[config.mk]
export PLATFORM = sky130hd
export DESIGN_NAME = sequence_record_parser
export DESIGN_NICKNAME = d
export VERILOG_FILES = /design/src/rtl/srp_pkg.sv /design/src/rtl/srp_front.sv /design/src/rtl/srp_queue.sv /design/src/rtl/srp_back.sv /design/src/rtl/sequence_record_parser.sv
export SDC_FILE = /design/constraint.sdc
export NUM_CORES = 1
export LEC_CHECK = 0
export ABC_AREA = 1
export BUFFER_PORTS_ARGS = -buffer_cell sky130_fd_sc_hd__clkbuf_2
export CAP_MARGIN = 15
export CORE_UTILIZATION = 40
export DETAILED_ROUTE_END_ITERATION = 6
export GPL_TIMING_DRIVEN = 0
export PLACE_DENSITY = 0.62
export SYNTH_ARGS = -nofsm -noshare
export SYNTH_HDL_FRONTEND = slang
export SYNTH_SLANG_ARGS = --single-unit
[constraint.sdc]
create_clock -name clk -period 8.2 [get_ports clk]
set_input_delay 1.23 -clock clk [delete_from_list [all_inputs] [get_ports clk]]
set_output_delay 1.23 -clock clk [all_outputs]
set_load 0.1 [all_outputs]
[src/rtl/srp_pkg.sv]
// srp_pkg: shared types, codes and constants of the sequence record parser
// used by every module of the parser and by its port checker; no dependencies
`timescale 1ns / 1ps
`default_nettype none

package srp_pkg;

    // widths of the result fields
    localparam int unsigned READ_LENGTH_BITS = 20;
    localparam int unsigned WORD_BITS        = 32;

    // base counter width: default and widest supported value
    localparam int unsigned READ_LEN_BITS_DEFAULT = 20;
    localparam int unsigned COUNT_FIELD_BITS      = 30;

    // depth of the queue between parser front and batch back end
    localparam int unsigned QUEUE_DEPTH_DEFAULT = 4;

    // batch capacity after reset
    localparam logic [WORD_BITS-1:0] CAPACITY_RESET = 32'd16777216;

    // characters the parser looks for
    localparam logic [7:0] CHAR_FASTA_HEADER = 8'h3E;  // '>'
    localparam logic [7:0] CHAR_SPACE        = 8'h20;  // ' '
    localparam logic [7:0] CHAR_NEWLINE      = 8'h0A;  // '\n'
    localparam logic [7:0] CHAR_END_MARK     = 8'h45;  // 'E'

    // result item codes
    typedef enum logic [1:0] {
        KIND_NAME_BYTE   = 2'd0,
        KIND_NAME_END    = 2'd1,
        KIND_BASE        = 2'd2,
        KIND_END_OF_READ = 2'd3
    } item_kind_t;

    // input request payload
    typedef struct packed {
        logic [7:0] file_byte;
        logic       file_end;
    } byte_item_t;

    // output request payload
    typedef struct packed {
        item_kind_t                  item_kind;
        logic [7:0]                  item_value;
        logic [READ_LENGTH_BITS-1:0] read_length;
        logic [WORD_BITS-1:0]        batch_number;
        logic [WORD_BITS-1:0]        read_in_batch;
        logic                        opens_new_batch;
        logic                        exceeds_capacity;
    } result_item_t;

    // classified event passed from front to back
    typedef struct packed {
        logic                        emit;
        item_kind_t                  kind;
        logic [7:0]                  value;
        logic [COUNT_FIELD_BITS-1:0] count;
        logic                        last;
    } event_t;

    // queue status seen by both sides
    typedef struct packed {
        logic full;
        logic empty;
    } queue_status_t;

endpackage

`default_nettype wire

[src/rtl/srp_front.sv]
// srp_front: byte-level record parser that classifies each file byte
// depends on srp_pkg; pushes events into srp_queue
`timescale 1ns / 1ps
`default_nettype none

module srp_front #(
    parameter int unsigned READ_LEN_BITS = srp_pkg::READ_LEN_BITS_DEFAULT
) (
    input  wire logic                 clk,
    input  wire logic                 rst_n,
    input  wire logic                 byte_valid,
    input  wire srp_pkg::byte_item_t  byte_data,
    input  wire srp_pkg::queue_status_t status,
    output logic                      push,
    output srp_pkg::event_t           push_event
);

    typedef enum logic [2:0] {
        PH_HEADER,
        PH_NAME,
        PH_SKIPHDR,
        PH_SEQ,
        PH_PLUS,
        PH_QUAL
    } phase_t;

    localparam logic [READ_LEN_BITS-1:0] COUNT_MAX = {READ_LEN_BITS{1'b1}};

    phase_t                   phase_reg, phase_next;
    logic                     fasta_reg, fasta_next;
    logic [READ_LEN_BITS-1:0] count_reg, count_next;
    logic [READ_LEN_BITS:0]   skip_reg, skip_next;
    logic [READ_LEN_BITS:0]   skip_dec;
    logic                     accept;
    logic [7:0]               b;
    srp_pkg::event_t          ev;

    assign accept = byte_valid && !status.full;
    assign b      = byte_data.file_byte;
    assign skip_dec = (skip_reg != '0) ? skip_reg - 1'b1 : skip_reg;

    // next parse state and event for the current byte
    always_comb
    begin
        phase_next = phase_reg;
        fasta_next = fasta_reg;
        count_next = count_reg;
        skip_next  = skip_reg;
        ev         = '0;
        ev.count   = srp_pkg::COUNT_FIELD_BITS'(count_reg);
        ev.last    = byte_data.file_end;
        if (accept)
        begin
            unique case (phase_reg)
                PH_HEADER:
                begin
                    fasta_next = (b == srp_pkg::CHAR_FASTA_HEADER);
                    count_next = '0;
                    skip_next  = '0;
                    phase_next = PH_NAME;
                end
                PH_NAME:
                begin
                    ev.emit = 1'b1;
                    if (b == srp_pkg::CHAR_SPACE || b == srp_pkg::CHAR_NEWLINE)
                    begin
                        ev.kind    = srp_pkg::KIND_NAME_END;
                        phase_next = (b == srp_pkg::CHAR_NEWLINE) ? PH_SEQ : PH_SKIPHDR;
                    end
                    else
                    begin
                        ev.kind  = srp_pkg::KIND_NAME_BYTE;
                        ev.value = b;
                    end
                end
                PH_SKIPHDR:
                begin
                    if (b == srp_pkg::CHAR_NEWLINE)
                        phase_next = PH_SEQ;
                end
                PH_SEQ:
                begin
                    ev.emit = 1'b1;
                    if (b == srp_pkg::CHAR_NEWLINE)
                    begin
                        ev.kind    = srp_pkg::KIND_END_OF_READ;
                        ev.value   = srp_pkg::CHAR_END_MARK;
                        phase_next = fasta_reg ? PH_HEADER : PH_PLUS;
                    end
                    else
                    begin
                        ev.kind  = srp_pkg::KIND_BASE;
                        ev.value = b;
                        if (count_reg != COUNT_MAX)
                            count_next = count_reg + 1'b1;
                    end
                end
                PH_PLUS:
                begin
                    if (b == srp_pkg::CHAR_NEWLINE)
                    begin
                        skip_next  = {1'b0, count_reg} + 1'b1;
                        phase_next = PH_QUAL;
                    end
                end
                PH_QUAL:
                begin
                    skip_next = skip_dec;
                    if (skip_dec == '0)
                        phase_next = PH_HEADER;
                end
                default:
                begin
                    phase_next = PH_HEADER;
                end
            endcase
            // file end drops any open record
            if (byte_data.file_end)
            begin
                phase_next = PH_HEADER;
                fasta_next = 1'b0;
                count_next = '0;
                skip_next  = '0;
            end
        end
    end

    assign push       = accept && (ev.emit || ev.last);
    assign push_event = ev;

    // parse state registers
    always_ff @(posedge clk or negedge rst_n)
    begin
        if (!rst_n)
        begin
            phase_reg <= PH_HEADER;
            fasta_reg <= 1'b0;
            count_reg <= '0;
            skip_reg  <= '0;
        end
        else
        begin
            phase_reg <= phase_next;
            fasta_reg <= fasta_next;
            count_reg <= count_next;
            skip_reg  <= skip_next;
        end
    end

endmodule

`default_nettype wire

[src/rtl/srp_queue.sv]
// srp_queue: short event queue between parser front and batch back end
// depends on srp_pkg for the event type
`timescale 1ns / 1ps
`default_nettype none

module srp_queue #(
    parameter int unsigned DEPTH = srp_pkg::QUEUE_DEPTH_DEFAULT
) (
    input  wire logic             clk,
    input  wire logic             rst_n,
    input  wire logic             push,
    input  wire srp_pkg::event_t  push_event,
    input  wire logic             pop,
    output srp_pkg::event_t       head,
    output srp_pkg::queue_status_t status
);

    localparam int unsigned PTR_BITS = (DEPTH > 1) ? $clog2(DEPTH) : 1;
    localparam int unsigned CNT_BITS = $clog2(DEPTH + 1);
    localparam logic [PTR_BITS-1:0] LAST_SLOT = PTR_BITS'(DEPTH - 1);
    localparam logic [CNT_BITS-1:0] FULL_COUNT = CNT_BITS'(DEPTH);

    srp_pkg::event_t     slots [DEPTH];
    logic [PTR_BITS-1:0] wr_ptr_reg, wr_ptr_next;
    logic [PTR_BITS-1:0] rd_ptr_reg, rd_ptr_next;
    logic [CNT_BITS-1:0] count_reg, count_next;
    logic                do_push, do_pop;

    assign status.full  = (count_reg == FULL_COUNT);
    assign status.empty = (count_reg == '0);
    assign do_push      = push && !status.full;
    assign do_pop       = pop && !status.empty;
    assign head         = slots[rd_ptr_reg];

    // pointer and fill count update
    always_comb
    begin
        wr_ptr_next = wr_ptr_reg;
        rd_ptr_next = rd_ptr_reg;
        count_next  = count_reg;
        if (do_push)
            wr_ptr_next = (wr_ptr_reg == LAST_SLOT) ? '0 : wr_ptr_reg + 1'b1;
        if (do_pop)
            rd_ptr_next = (rd_ptr_reg == LAST_SLOT) ? '0 : rd_ptr_reg + 1'b1;
        if (do_push && !do_pop)
            count_next = count_reg + 1'b1;
        else if (do_pop && !do_push)
            count_next = count_reg - 1'b1;
    end

    // control registers
    always_ff @(posedge clk or negedge rst_n)
    begin
        if (!rst_n)
        begin
            wr_ptr_reg <= '0;
            rd_ptr_reg <= '0;
            count_reg  <= '0;
        end
        else
        begin
            wr_ptr_reg <= wr_ptr_next;
            rd_ptr_reg <= rd_ptr_next;
            count_reg  <= count_next;
        end
    end

    // event storage
    always_ff @(posedge clk)
    begin
        if (do_push)
            slots[wr_ptr_reg] <= push_event;
    end

endmodule

`default_nettype wire

[src/rtl/srp_back.sv]
// srp_back: batch packing of finished reads and the registered result output
// depends on srp_pkg; pops events from srp_queue
`timescale 1ns / 1ps
`default_nettype none

module srp_back (
    input  wire logic                   clk,
    input  wire logic                   rst_n,
    input  wire logic                   capacity_we,
    input  wire logic [31:0]            capacity_wdata,
    input  wire srp_pkg::event_t        head,
    input  wire srp_pkg::queue_status_t status,
    output logic                        pop,
    output logic                        item_valid,
    input  wire logic                   item_stall,
    output srp_pkg::result_item_t       item_data
);

    localparam int unsigned W  = srp_pkg::WORD_BITS;
    localparam int unsigned CB = srp_pkg::COUNT_FIELD_BITS;
    localparam int unsigned LB = srp_pkg::READ_LENGTH_BITS;

    logic [W-1:0]          capacity_reg;
    logic [W-1:0]          fill_reg, fill_next;
    logic [W-1:0]          batch_reg, batch_next;
    logic [W-1:0]          reads_reg, reads_next;
    logic                  valid_reg, valid_next;
    srp_pkg::result_item_t data_reg, data_next;

    logic [W:0]            size, cap_ext, sum_cur, base_fill, sum_new;
    logic                  exceeds, opens, is_eor, emit_now;
    logic [W-1:0]          batch_after, reads_base;
    logic [LB-1:0]         length_sat;

    // pop when the event needs no output slot or the slot frees up
    assign pop      = !status.empty && (!head.emit || !valid_reg || !item_stall);
    assign emit_now = pop && head.emit;
    assign is_eor   = (head.kind == srp_pkg::KIND_END_OF_READ);

    // read cost against capacity
    assign size      = (W + 1)'(head.count) + 1'b1;
    assign cap_ext   = {1'b0, capacity_reg};
    assign exceeds   = (size > cap_ext);
    assign sum_cur   = {1'b0, fill_reg} + size;
    assign opens     = (reads_reg != '0) && (sum_cur > cap_ext);
    assign base_fill = opens ? '0 : {1'b0, fill_reg};
    assign sum_new   = base_fill + size;
    assign batch_after = batch_reg + W'(opens);
    assign reads_base  = opens ? '0 : reads_reg;

    // reported length saturates at the field maximum
    assign length_sat = (|head.count[CB-1:LB]) ? {LB{1'b1}} : head.count[LB-1:0];

    // batch bookkeeping and result build
    always_comb
    begin
        fill_next  = fill_reg;
        batch_next = batch_reg;
        reads_next = reads_reg;
        valid_next = valid_reg;
        data_next  = data_reg;
        if (emit_now)
        begin
            valid_next           = 1'b1;
            data_next            = '0;
            data_next.item_kind  = head.kind;
            data_next.item_value = head.value;
            if (is_eor)
            begin
                data_next.read_length      = length_sat;
                data_next.batch_number     = batch_after;
                data_next.read_in_batch    = reads_base;
                data_next.opens_new_batch  = opens;
                data_next.exceeds_capacity = exceeds;
                batch_next = batch_after;
                fill_next  = sum_new[W] ? {W{1'b1}} : sum_new[W-1:0];
                reads_next = reads_base + 1'b1;
            end
        end
        else if (!item_stall)
        begin
            valid_next = 1'b0;
        end
        // file end closes the batch
        if (pop && head.last)
        begin
            batch_next = batch_next + 1'b1;
            fill_next  = '0;
            reads_next = '0;
        end
    end

    // control and batch registers
    always_ff @(posedge clk or negedge rst_n)
    begin
        if (!rst_n)
        begin
            capacity_reg <= srp_pkg::CAPACITY_RESET;
            fill_reg     <= '0;
            batch_reg    <= '0;
            reads_reg    <= '0;
            valid_reg    <= 1'b0;
        end
        else
        begin
            if (capacity_we)
                capacity_reg <= capacity_wdata;
            fill_reg  <= fill_next;
            batch_reg <= batch_next;
            reads_reg <= reads_next;
            valid_reg <= valid_next;
        end
    end

    // output payload register
    always_ff @(posedge clk)
    begin
        data_reg <= data_next;
    end

    assign item_valid = valid_reg;
    assign item_data  = data_reg;

endmodule

`default_nettype wire

[src/rtl/sequence_record_parser.sv]
// sequence_record_parser: FASTA/FASTQ byte parser with batch packing of reads
// throughput one file byte per cycle while byte_stall is low; a result from a taken byte
// reaches item_valid through the event queue, then the output register
// an event queue, four entries by default, lets either side stall without stopping the other
// asynchronous reset clears parse, queue and batch state; capacity returns to 2^24
`timescale 1ns / 1ps
`default_nettype none

module sequence_record_parser #(
    parameter int unsigned READ_LEN_BITS = srp_pkg::READ_LEN_BITS_DEFAULT,
    parameter int unsigned QUEUE_DEPTH   = srp_pkg::QUEUE_DEPTH_DEFAULT
) (
    input  wire logic                  clk,
    input  wire logic                  rst_n,
    input  wire logic                  capacity_we,
    input  wire logic [31:0]           capacity_wdata,
    input  wire logic                  byte_valid,
    output logic                       byte_stall,
    input  wire srp_pkg::byte_item_t   byte_data,
    output logic                       item_valid,
    input  wire logic                  item_stall,
    output srp_pkg::result_item_t      item_data
);

    srp_pkg::queue_status_t status;
    srp_pkg::event_t        push_event;
    srp_pkg::event_t        head;
    logic                   push, pop;

    assign byte_stall = status.full;

    // parse front
    srp_front #(
        .READ_LEN_BITS(READ_LEN_BITS)
    ) u_front (
        .clk       (clk),
        .rst_n     (rst_n),
        .byte_valid(byte_valid),
        .byte_data (byte_data),
        .status    (status),
        .push      (push),
        .push_event(push_event)
    );

    // event queue
    srp_queue #(
        .DEPTH(QUEUE_DEPTH)
    ) u_queue (
        .clk       (clk),
        .rst_n     (rst_n),
        .push      (push),
        .push_event(push_event),
        .pop       (pop),
        .head      (head),
        .status    (status)
    );

    // batch back end
    srp_back u_back (
        .clk           (clk),
        .rst_n         (rst_n),
        .capacity_we   (capacity_we),
        .capacity_wdata(capacity_wdata),
        .head          (head),
        .status        (status),
        .pop           (pop),
        .item_valid    (item_valid),
        .item_stall    (item_stall),
        .item_data     (item_data)
    );

endmodule

`default_nettype wire

======== Word level (Yosys, flattened, before mapping) ========
Memory sizes are Yosys's and may differ from the RTL's.
Cells that the tools add are included.
W data, S select, Z words.
storage, ports and cells
  output and inout bits ................... 98
  bits in writable memories ............... 128
  memories kept ........................... 1
  flip-flop bits (word level) ............. 277
  logic and storage cells ................. 139
  input bits .............................. 46
operators by class
  equality and inequality tests ........... 21
  $add $sub $neg .......................... 13
  multiplexer cells ....................... 45
  $lt $le $gt $ge ......................... 2
  reductions and logical operators ........ 38
memories
  memory         depth  width  rd ports  clocked after Yosys merged registers in  wr ports  line             RTL
  u_queue.slots  4      32     1         0                                        1         srp_queue.sv:23  srp_pkg::event_t slots [DEPTH];
operators with widths
  operator                 count
  $mux W32                 12
  $mux W20                 4
  $gt A33 B32 Y1           2
  $add A32 B1 Y32 const B  2
  $mux W21                 3
  $pmux W21 S3             1
  $pmux W20 S2             1
  $add A32 B33 Y33         1
  $add A33 B33 Y33         1
  $add A32 B1 Y32          1
  $reduce_bool A32 Y1      1
  $add A30 B1 Y31 const B  1
  $mux W3                  9
  $pmux W11 S2             1
  $add A20 B1 Y21 const B  1
  $logic_not A21 Y1        1
  $reduce_bool A21 Y1      1
  $sub A21 B1 Y21 const B  1
  $add A20 B1 Y20 const B  1
  $ne A20 B20 Y1 const B   1
  $ne A3 B2 Y1 const B     6
  $pmux W3 S6              1
  $eq A8 B6 Y1 const B     2
  $mux W11                 1
  26 further kinds         63

======== Longest topological paths before layout ========
Gate-level depths: netlist (run 1).
  depth in word-level cells ............... 12
  gate-level depth with buffers ........... 63
  gate-level depth less buffers ........... 60

======== Modules after synthesis ========
From an unflattened synthesis (run 1), not the netlist that was laid out.
unflattened totals
  cells, all modules ...................... 3360
  area, all modules ....................... 27705.3 µm²
by module, submodules not included
  module     area each (µm²)  cells an instance  sequential area each (µm²)  instances
  srp_back   16917.5          2279               6112.1                      1
  srp_queue  7249.5           551                5220.0                      1
  srp_front  3538.4           530                1126.1                      1

======== Worst setup path before layout (run 1) ========
OpenSTA, ideal clock, no wires.
  path type ............................... flip-flop to flip-flop
  start point ............................. reg u_queue.rd_ptr_reg[0]
  end point ............................... reg u_back.fill_reg[23]
  cell stages (with the launch flop) ...... 60
  period minus slack after synthesis ...... 7.976 ns
  buffers on the path ..................... 5
  library setup time ...................... 0.130 ns
  data arrival time ....................... 7.846 ns
  required time ........................... 8.070 ns
  setup slack ............................. 0.224 ns
  cell sequence ........................... dfrtp_1 -> inv_2 -> buf_2 -> nand2_1 -> a32oi_1 -> ha_1 -> nand4_1 -> nor3_2 -> nand3_1 -> nor2_1 -> nand4_1 -> nor4_1 -> inv_1 -> nand2_1 -> inv_1 -> ha_1 -> nand2_1 -> nor4_1 -> [24 not listed] -> ha_1 -> fa_1 -> nand2_1 -> a21oi_1 -> a21oi_1 -> o21ai_1 -> a21oi_1 -> o21ai_1 -> nand2_1 -> o211ai_1 -> nand2_1 -> o21ai_2 -> nand2_1 -> buf_2 -> buf_6 -> nand2_1 -> nand2_1 -> o21ai_0
RTL lines
  element                   line             RTL
  start: declaration        srp_queue.sv:25  logic [PTR_BITS-1:0] rd_ptr_reg, rd_ptr_next;
  start signal: assignment  srp_queue.sv:63  rd_ptr_reg <= rd_ptr_next;
  end signal: assignment    srp_back.sv:108  fill_reg <= fill_next;
  end: declaration          srp_back.sv:24   logic [W-1:0] fill_reg, fill_next;

======== Worst setup path after layout (run 1) ========
  start point ............................. reg u_queue.rd_ptr_reg[1]
  end point ............................... reg u_back.fill_reg[13]
on the way
  word-level cells in the longest chain between the ends .. 11
  elaborated cells on any way between the ends .. 21
  those cells by class .................... add/sub (3); order compare (1); eq/ne (1); mux (5); reduce/logical (10); memory (1)
ends and longest elaborated chain
  element                 line            RTL
  $mem_v2 Z4 W32          n/a
  $add A30 B1 Y31         srp_back.sv:41  assign size = (W + 1)'(head.count) + 1'b1;
  $add A32 B33 Y33        srp_back.sv:44  assign sum_cur = {1'b0, fill_reg} + size;
  $gt A33 B32 Y1          srp_back.sv:45  assign opens = (reads_reg != '0) && (sum_cur > cap_ext);
  $logic_and A1 B1 Y1     srp_back.sv:45
  named net u_back.opens  srp_back.sv:31  logic exceeds, opens, is_eor, emit_now;
  $mux W32                srp_back.sv:46  assign base_fill = opens ? '0 : {1'b0, fill_reg};
  $add A33 B33 Y33        srp_back.sv:47  assign sum_new = base_fill + size;
  $mux W32                srp_back.sv:76  fill_next = sum_new[W] ? {W{1'b1}} : sum_new[W-1:0];
  $mux W32                srp_back.sv:68  if (is_eor)
  $mux W32                srp_back.sv:62  if (emit_now)
  $mux W32                srp_back.sv:85  if (pop && head.last)
The timed path passes the listed nets, and every way through them passes these cells. The select of a mux whose other input is x is not followed.
A chain may end at the register's enable or synchronous reset.

==> results.py, run 1 <==
metrics = {
    "power": {
        "p_sw_mw": 6.104,
        "power_frac_seq": 0.249,
        "total_power_mw": 11.83,
        "intPower_mw": 5.722,
        "pwr-share-comb": 0.572,
        "vdd_drop_max_mv": 0.4624,
        "leakagePower_nw": 12.76,
        "p_per_area_nw_per_um2": 403.6,
        "clock_power_share": 0.179,
        "swShare": 0.5161,
    },
    "yosys": {
        "syn-cell-area_um2": 23760,
        "synth_area_leaders": "edfxtp_1 28%, dfrtp_1 19%, nand2_1 9.9%",
        "synth-edff-count": 224,
        "synth_nets": 2992,
        "yosys_register_bits": 405,
        "syn_avg_cell_area_um2": 8.389,
        "synth-warning-count": 0,
        "async_flop_share": 0.4469,
        "synth_cell_types": 64,
        "syn_inst": 2832,
        "yosysTopAreaCell": "edfxtp_1",
        "synth_ff_type": "edfxtp_1",
        "synth_top_area_share": 0.2831,
        "seq_area_frac_synth": 0.4738,
    },
    "setup_path": {
        "worst_ep_arrival_time_ps": 8510,
        "reg2reg_slack_ps": 180,
        "required_ps": 8690,
        "r2r-start": "u_queue.rd_ptr_reg[1]$_DFFE_PN0P_",
        "reg2regPathDepth": 50,
        "crit_top_cell": "nand2_1",
        "path_class": "register to register",
        "r2r-end": "u_back.fill_reg[13]$_DFFE_PN0P_",
        "crit_path_max_fanout": 10,
        "critPathCaptureType": "register",
        "cp-start-kind": "register",
        "slowest_stage": "dfrtp_1",
        "max_stage_delay_ps": 400,
    },
    "floorplan": {
        "dieHeight_um": 245.7,
        "core_um2": 58140,
        "num_rows": 88,
        "fp.dieArea_um2": 60370,
        "io_pins": 144,
        "initial_utilization": 0.4087,
        "die_x_um": 245.7,
    },
    "drt": {
        "vias_per_cell": 5.275,
        "wl_per_cell_um": 17.66,
        "drt_wl_total_um": 69710,
        "first_pass_iters": 6,
        "vias": 20826,
        "first_iter_violations": 1407,
        "detail-route-antenna-nets": 0,
        "route.detailed.drc": 0,
    },
    "hold_path": {
        "hold_depth": 2,
        "min_from": "u_front.phase_reg[0]$_DFFE_PN0P_",
        "hold_class": "register to register",
        "whs_endpoint": "u_front.phase_reg[0]$_DFFE_PN0P_",
    },
    "final_layout": {
        "finish.utilization": 0.5041,
        "drive_above_1_share": 0.1960,
        "largest_reg_flops": 128,
        "finalNetCount": 3304,
        "top_register": "u_queue.slots",
        "syn2layout_area_growth_pct": 23.35,
        "diodes": 0,
        "fin_area_um2": 29300,
    },
    "timing": {
        "slew_headroom": 0.3877,
        "finalMaxSlewViolations": 0,
        "fin_crit_sh": 0.9785,
        "worst_pin_slew_ps": 918.5,
        "clock-skew-final_ps": 34.43,
        "report.final.setup_viol": 0,
        "fmax_mhz": 124.6,
        "hold_viol_final": 0,
        "rsz0062_at_grt": "yes",
        "hold_slack_ps": 506.8,
        "period_needed_ps": 8023,
    },
    "global_route": {
        "grt_pass1_wl_um": 107700,
        "grt_max_degree": 98,
        "antenna_found_initial": 0,
        "grt-ovfl-total": 0,
        "gr-usage-all-layers": 0.2257,
        "grt_pass1_vias": 20138,
    },
    "placement": {
        "port_buffers": 142,
        "place.gp.congestion": 0.9323,
        "post_dp_cell_area_um2": 25600,
        "place_hpwl_um": 50050,
    },
    "clocking": {
        "cts_hold_buf": 0,
        "clk_pin_slew_ps": 60,
        "clk_latency_ps": 600,
        "numCtsBuffers": 47,
        "htreeDepth": 2,
        "cts_tree": "done",
        "cts-root-buf": "clkbuf_16",
        "clock_path_buffers": 3,
        "clock_sinks": 405,
    },
    "status": {
        "status": "completed",
    },
    "job": {
        "drv_cap": 0,
    },
}
## per-layer routing
| layer | up-vias | global-route usage | part of all wire |
|---|---|---|---|
| met5 | - | 0 | 0 |
| met4 | 0 | 0.07526 | 0.031 |
| met3 | 124 | 0.02368 | 0.047 |
| met2 | 601 | 0.3903 | 0.49 |
| met1 | 10043 | 0.2936 | 0.43 |
| li1 | 10058 | - | - |
## power groups by stage
| stage | logic, mW | registers [mW] | clock network [mW] |
|---|---|---|---|
| detailed placement | 6.06 | 2.96 | 0 |
| global route | 7.27 | 2.98 | 2.23 |
| global placement | 5.91 | 3.01 | 0 |
| CTS | 6.35 | 2.93 | 2.16 |
| finish | 6.77 | 2.94 | 2.12 |
| floorplan | 2.82 | 4.77 | 0 |
## how the worst max path moves through the flow
stage	from	endpoint	slack [ps]	depth (start not counted)
2_1_floorplan	u_queue.rd_ptr_reg[0]$_DFFE_PN0P_	u_back.fill_reg[23]$_DFFE_PN0P_	220	59
3_3_place_gp	u_queue.rd_ptr_reg[0]$_DFFE_PN0P_	u_back.fill_reg[8]$_DFFE_PN0P_	-3110	51
3_5_place_dp	u_queue.rd_ptr_reg[0]$_DFFE_PN0P_	u_back.fill_reg[8]$_DFFE_PN0P_	-3260	51
4_1_cts	u_queue.rd_ptr_reg[1]$_DFFE_PN0P_	u_back.fill_reg[5]$_DFFE_PN0P_	-280	55
5_1_grt	u_queue.rd_ptr_reg[1]$_DFFE_PN0P_	u_back.fill_reg[15]$_DFFE_PN0P_	-340	49
6_report	u_queue.rd_ptr_reg[1]$_DFFE_PN0P_	u_back.fill_reg[13]$_DFFE_PN0P_	180	50
## logic make-up after synthesis
kind of cell | Yosys count | share of synthesized area
adders and majority gates | 114 | 0.06099
muxes | 2 | 0.0009479
and+or+nand+nor | 1310 | 0.2375
DFF | 405 | 0.4738
AOI/OAI and AO/OA | 417 | 0.1004
buffers and inverters | 439 | 0.07289
xor gates and xnor gates | 145 | 0.05345
## cell type report
| type | instances | area [um2] |
|---|---|---|
| Fill cell | 5430 | 28830 |
| Multi-Input combinational cell | 1988 | 11910 |
| Sequential cell | 405 | 11260 |
| Timing Repair Buffer | 265 | 1790 |
| Inverter | 361 | 1376 |
| Clock buffer | 60 | 1276 |
| Tap cell | 765 | 957.2 |
| Buffer | 76 | 449.2 |
| Clock inverter | 28 | 289.0 |
## metrics by stage
stage,worst slack (ps),setup TNS (ps),cells
3_5_place_dp,-3256,-254310,3745
5_1_grt,-344.4,-10270,3948
2_1_floorplan,223.7,0,2832
4_1_cts,-275.2,-9814,3888
3_3_place_gp,-3112,-237790,3739
6_report,176.6,0,3948
## timing repair
| item | 4_1_cts | 5_1_grt |
|---|---|---|
| cloned | 0 | 1 |
| setup buffers | 55 | 60 |
| endpoints found under the setup margin | 140 | 98 |
| pin swaps | 44 | 84 |
| gates resized for setup | 130 | 202 |
## layout by cell type, fill, tap and decap left out, types with 53 or more instances in the layout
| cell | instances |
|---|---|
| a21oi_1 | 95 |
| buf_4 | 110 |
| clkbuf_1 | 54 |
| clkbuf_2 | 147 |
| dfrtp_1 | 179 |
| edfxtp_1 | 224 |
| ha_1 | 99 |
| inv_1 | 338 |
| nand2_1 | 578 |
| nand2_2 | 53 |
| nand3_1 | 130 |
| nor2_1 | 321 |
| nor3_1 | 54 |
| o21ai_0 | 131 |
| xor2_1 | 94 |
## worst max-delay path, delay by kind of cell, from the launching register on
kind | cells | cell delay (ps)
xor+xnor | 1 | 120
flops | 1 | 400
compound gates | 10 | 1630
fa+ha+maj | 4 | 900
simple gates | 24 | 3210
buf+inv | 11 | 1620
## synthesized netlist by cell type, types with 3 or more instances
cell type	n
nand2_1	627
nor2_1	354
inv_1	352
edfxtp_1	224
dfrtp_1	180
o21ai_0	171
nand3_1	140
ha_1	111
xor2_1	106
a21oi_1	105
nor3_1	62
o22ai_1	52
clkbuf_1	51
nand4_1	44
xnor2_1	39
nor4_1	21
o21ai_1	20
nand2_2	16
buf_2	14
a32oi_1	12
nand3b_1	11
o21ai_2	11
a31oi_1	10
nor3_2	7
o21bai_1	7
buf_6	6
inv_2	6
nor2_2	5
buf_1	4
o211ai_1	4
a21boi_0	3
a21o_1	3
a32o_1	3
a41oi_1	3
fa_1	3
nand4_2	3
nor2_4	3
o21a_1	3
Note: power is estimated with default switching activity, not from simulation.
==> run 2: changes to the inputs <==
Settings changed: BUFFER_PORTS_ARGS -buffer_cell sky130_fd_sc_hd__clkbuf_2 to unset, DONT_BUFFER_PORTS set to 1, PLACE_DENSITY 0.62 to 0.6, REMOVE_ABC_BUFFERS set to 1.
==> run 2 against run 1 <==
Against the previous run:
- utilization fell by 1.3 points
- clock skew fell by 9.6 ps
- largest cell class unchanged
- the run now ends with negative setup slack left
- worst setup slack got worse by 190 ps
- sequential share of layout area rose by 1.0 points
- highest routed layer unchanged
- sequential power rose by 64%
==> results.py, run 2 (same netlist as run 1, synthesis figures left out) <==
metrics = {
    "clocking": {
        "clock_sinks": 405,
        "htreeDepth": 2,
        "cts-root-buf": "clkbuf_16",
        "numCtsBuffers": 48,
        "clk_pin_slew_ps": 60,
        "cts_hold_buf": 0,
        "clk_latency_ps": 610,
        "clock_path_buffers": 3,
        "cts_tree": "done",
    },
    "power": {
        "power_frac_seq": 0.414,
        "pwr-share-comb": 0.395,
        "p_per_area_nw_per_um2": 408.8,
        "swShare": 0.5123,
        "leakagePower_nw": 12.10,
        "clock_power_share": 0.191,
        "p_sw_mw": 5.985,
        "intPower_mw": 5.698,
        "vdd_drop_max_mv": 0.3126,
    },
    "floorplan": {
        "core_um2": 58140,
        "io_pins": 144,
        "die_x_um": 245.7,
        "fp.dieArea_um2": 60370,
        "initial_utilization": 0.4087,
        "num_rows": 88,
        "dieHeight_um": 245.7,
    },
    "setup_path": {
        "startpoint": "u_queue.rd_ptr_reg[0]$_DFFE_PN0P_",
        "crit_path_max_fanout": 7,
        "worstSetupEndpoint": "u_back.fill_reg[12]$_DFFE_PN0P_",
        "crit_top_cell": "nand2_1",
        "required_ps": 8710,
        "critPathCaptureType": "register",
        "path_class": "register to register",
        "reg2regPathDepth": 49,
        "r2r-start": "u_queue.rd_ptr_reg[0]$_DFFE_PN0P_",
        "worst_ep_arrival_time_ps": 8720,
        "r2r-end": "u_back.fill_reg[12]$_DFFE_PN0P_",
        "max_stage_delay_ps": 510,
        "reg2reg_slack_ps": -10,
        "cp-start-kind": "register",
        "slowest_stage": "dfrtp_4",
    },
    "drt": {
        "detail-route-antenna-nets": 0,
        "first_pass_iters": 5,
        "route.detailed.drc": 0,
        "drt_wl_total_um": 68110,
        "vias": 19869,
        "first_iter_violations": 1351,
        "wl_per_cell_um": 18.19,
        "vias_per_cell": 5.307,
    },
    "timing": {
        "fmax_mhz": 121.8,
        "rsz0062_at_grt": "yes",
        "period_needed_ps": 8211,
        "finalMaxSlewViolations": 0,
        "setup_ws_ps": -10.96,
        "hold_viol_final": 0,
        "hold_slack_ps": 320.9,
        "worst_pin_slew_ps": 1203,
        "report.final.setup_viol": 2,
        "clock-skew-final_ps": 24.81,
        "fin_crit_sh": 1.001,
        "slew_headroom": 0.1949,
    },
    "final_layout": {
        "diodes": 0,
        "nFillCells": 5424,
        "multi_input_area_um2": 11980,
        "syn2layout_area_growth_pct": 20.28,
        "final-seq-area_um2": 11260,
        "largest_reg_flops": 128,
        "top_register": "u_queue.slots",
        "drive_above_1_share": 0.1588,
        "final_common_cell": "nand2_1",
        "final_cell_mix": "578 x nand2_1, 339 x inv_1, 316 x nor2_1, 224 x edfxtp_1, 178 x dfrtp_1",
        "finalNetCount": 3099,
    },
    "global_route": {
        "antenna_found_initial": 0,
        "grt-ovfl-total": 0,
        "grt_max_degree": 182,
        "grt_pass1_vias": 19344,
        "gr-usage-all-layers": 0.2197,
        "grt_pass1_wl_um": 105100,
    },
    "placement": {
        "place.gp.congestion": 0.8907,
        "place_hpwl_um": 44950,
        "port_buffers": 0,
        "pre_cts_slack_ps": -4533,
    },
    "job": {
        "drv_cap": 0,
    },
    "status": {
        "violations": "negative setup slack",
        "status": "finished, violations left",
    },
    "hold_path": {
        "hold_class": "input port to async pin",
    },
}
[run 2: cell types whose count changed in the layout (fill, tap and decap cells not counted), moves of 7 or more]
cell,delta
clkbuf_1,-41
clkbuf_2,-147
buf_4,-20
clkbuf_8,+7
o21ai_1,-15
inv_6,+8
o21ai_0,+17
buf_2,-8
[run 2: critical path, delay by kind of cell, from the launching register on]
| family | cells | cell delay, ps |
|---|---|---|
| simple gates | 18 | 2530 |
| compound gates | 16 | 2580 |
| flops | 1 | 510 |
| fa+ha+maj | 5 | 1260 |
| buf+inv | 8 | 890 |
| xor+xnor | 2 | 290 |
[run 2: timing repair]
| item | 4_1_cts | 5_1_grt |
|---|---|---|
| gates cloned | 12 | 2 |
| hold endpoints to repair | 0 | 0 |
| pin swaps | 55 | 91 |
| resized for setup | 138 | 166 |
| setup endpoints to repair | 161 | 86 |
| setup buffers | 53 | 57 |
[run 2: stage by stage]
| stage | TNS [ps] | area (um2) | total power, mW | utilization | std cells |
|---|---|---|---|---|---|
| floorplan | -64170 | 23380 | 7.485 | - | 2754 |
| global placement | -593630 | 24340 | 8.531 | 0.4187 | 3519 |
| detailed placement | -402790 | 24670 | 8.761 | 0.4244 | 3530 |
| CTS | -1997 | 27390 | 11.37 | 0.4712 | 3685 |
| global route | -21800 | 28580 | 12.35 | 0.4915 | 3744 |
| finish | -18.98 | 28580 | 11.68 | 0.4915 | 3744 |
[run 2: layout make-up]
| class | instances | area share |
|---|---|---|
| Timing Repair inverter | 8 | 0.002452 |
| Clock inverter | 17 | 0.008013 |
| Timing Repair Buffer | 122 | 0.04304 |
| Inverter | 361 | 0.04974 |
| Sequential cell | 405 | 0.3942 |
| Clock buffer | 73 | 0.04991 |
| Multi-Input combinational cell | 1993 | 0.4191 |
| Tap cell | 765 | 0.03350 |
[run 2: worst min-delay path by stage]
stage                                     startpoint                             endpoint  slack [ps]  cells past startpoint
global placement    u_front.phase_reg[0]$_DFFE_PN0P_     u_front.phase_reg[0]$_DFFE_PN0P_         490                      2
finish                                         rst_n  u_back.capacity_reg[14]$_DFFE_PN0P_         320                      0
CTS                                            rst_n  u_back.capacity_reg[14]$_DFFE_PN0P_         290                      0
floorplan           u_front.phase_reg[0]$_DFFE_PN0P_     u_front.phase_reg[0]$_DFFE_PN0P_         460                      2
global route                                   rst_n  u_back.capacity_reg[11]$_DFFE_PN0P_         290                      0
detailed placement  u_back.reads_reg[30]$_DFFE_PN0P_     u_back.reads_reg[30]$_DFFE_PN0P_         490                      2
[run 2: per-layer routing]
| layer | global-route usage | routed length (um) | vias to the layer above |
|---|---|---|---|
| met5 | 0 | 0 | - |
| met4 | 0.06777 | 1779 | 0 |
| met3 | 0.03252 | 3364 | 102 |
| met2 | 0.3717 | 32980 | 533 |
| met1 | 0.2887 | 29990 | 9589 |
| li1 | - | - | 9645 |
[run 2: power groups by stage]
| stage | clock [mW] | combinational, mW | sequential, mW |
|---|---|---|---|
| 6_report | 2.23 | 4.62 | 4.83 |
| 3_3_place_gp | 0 | 3.57 | 4.96 |
| 4_1_cts | 2.28 | 4.25 | 4.84 |
| 5_1_grt | 2.35 | 5.12 | 4.88 |
| 3_5_place_dp | 0 | 3.87 | 4.89 |
| 2_1_floorplan | 0 | 2.67 | 4.81 |
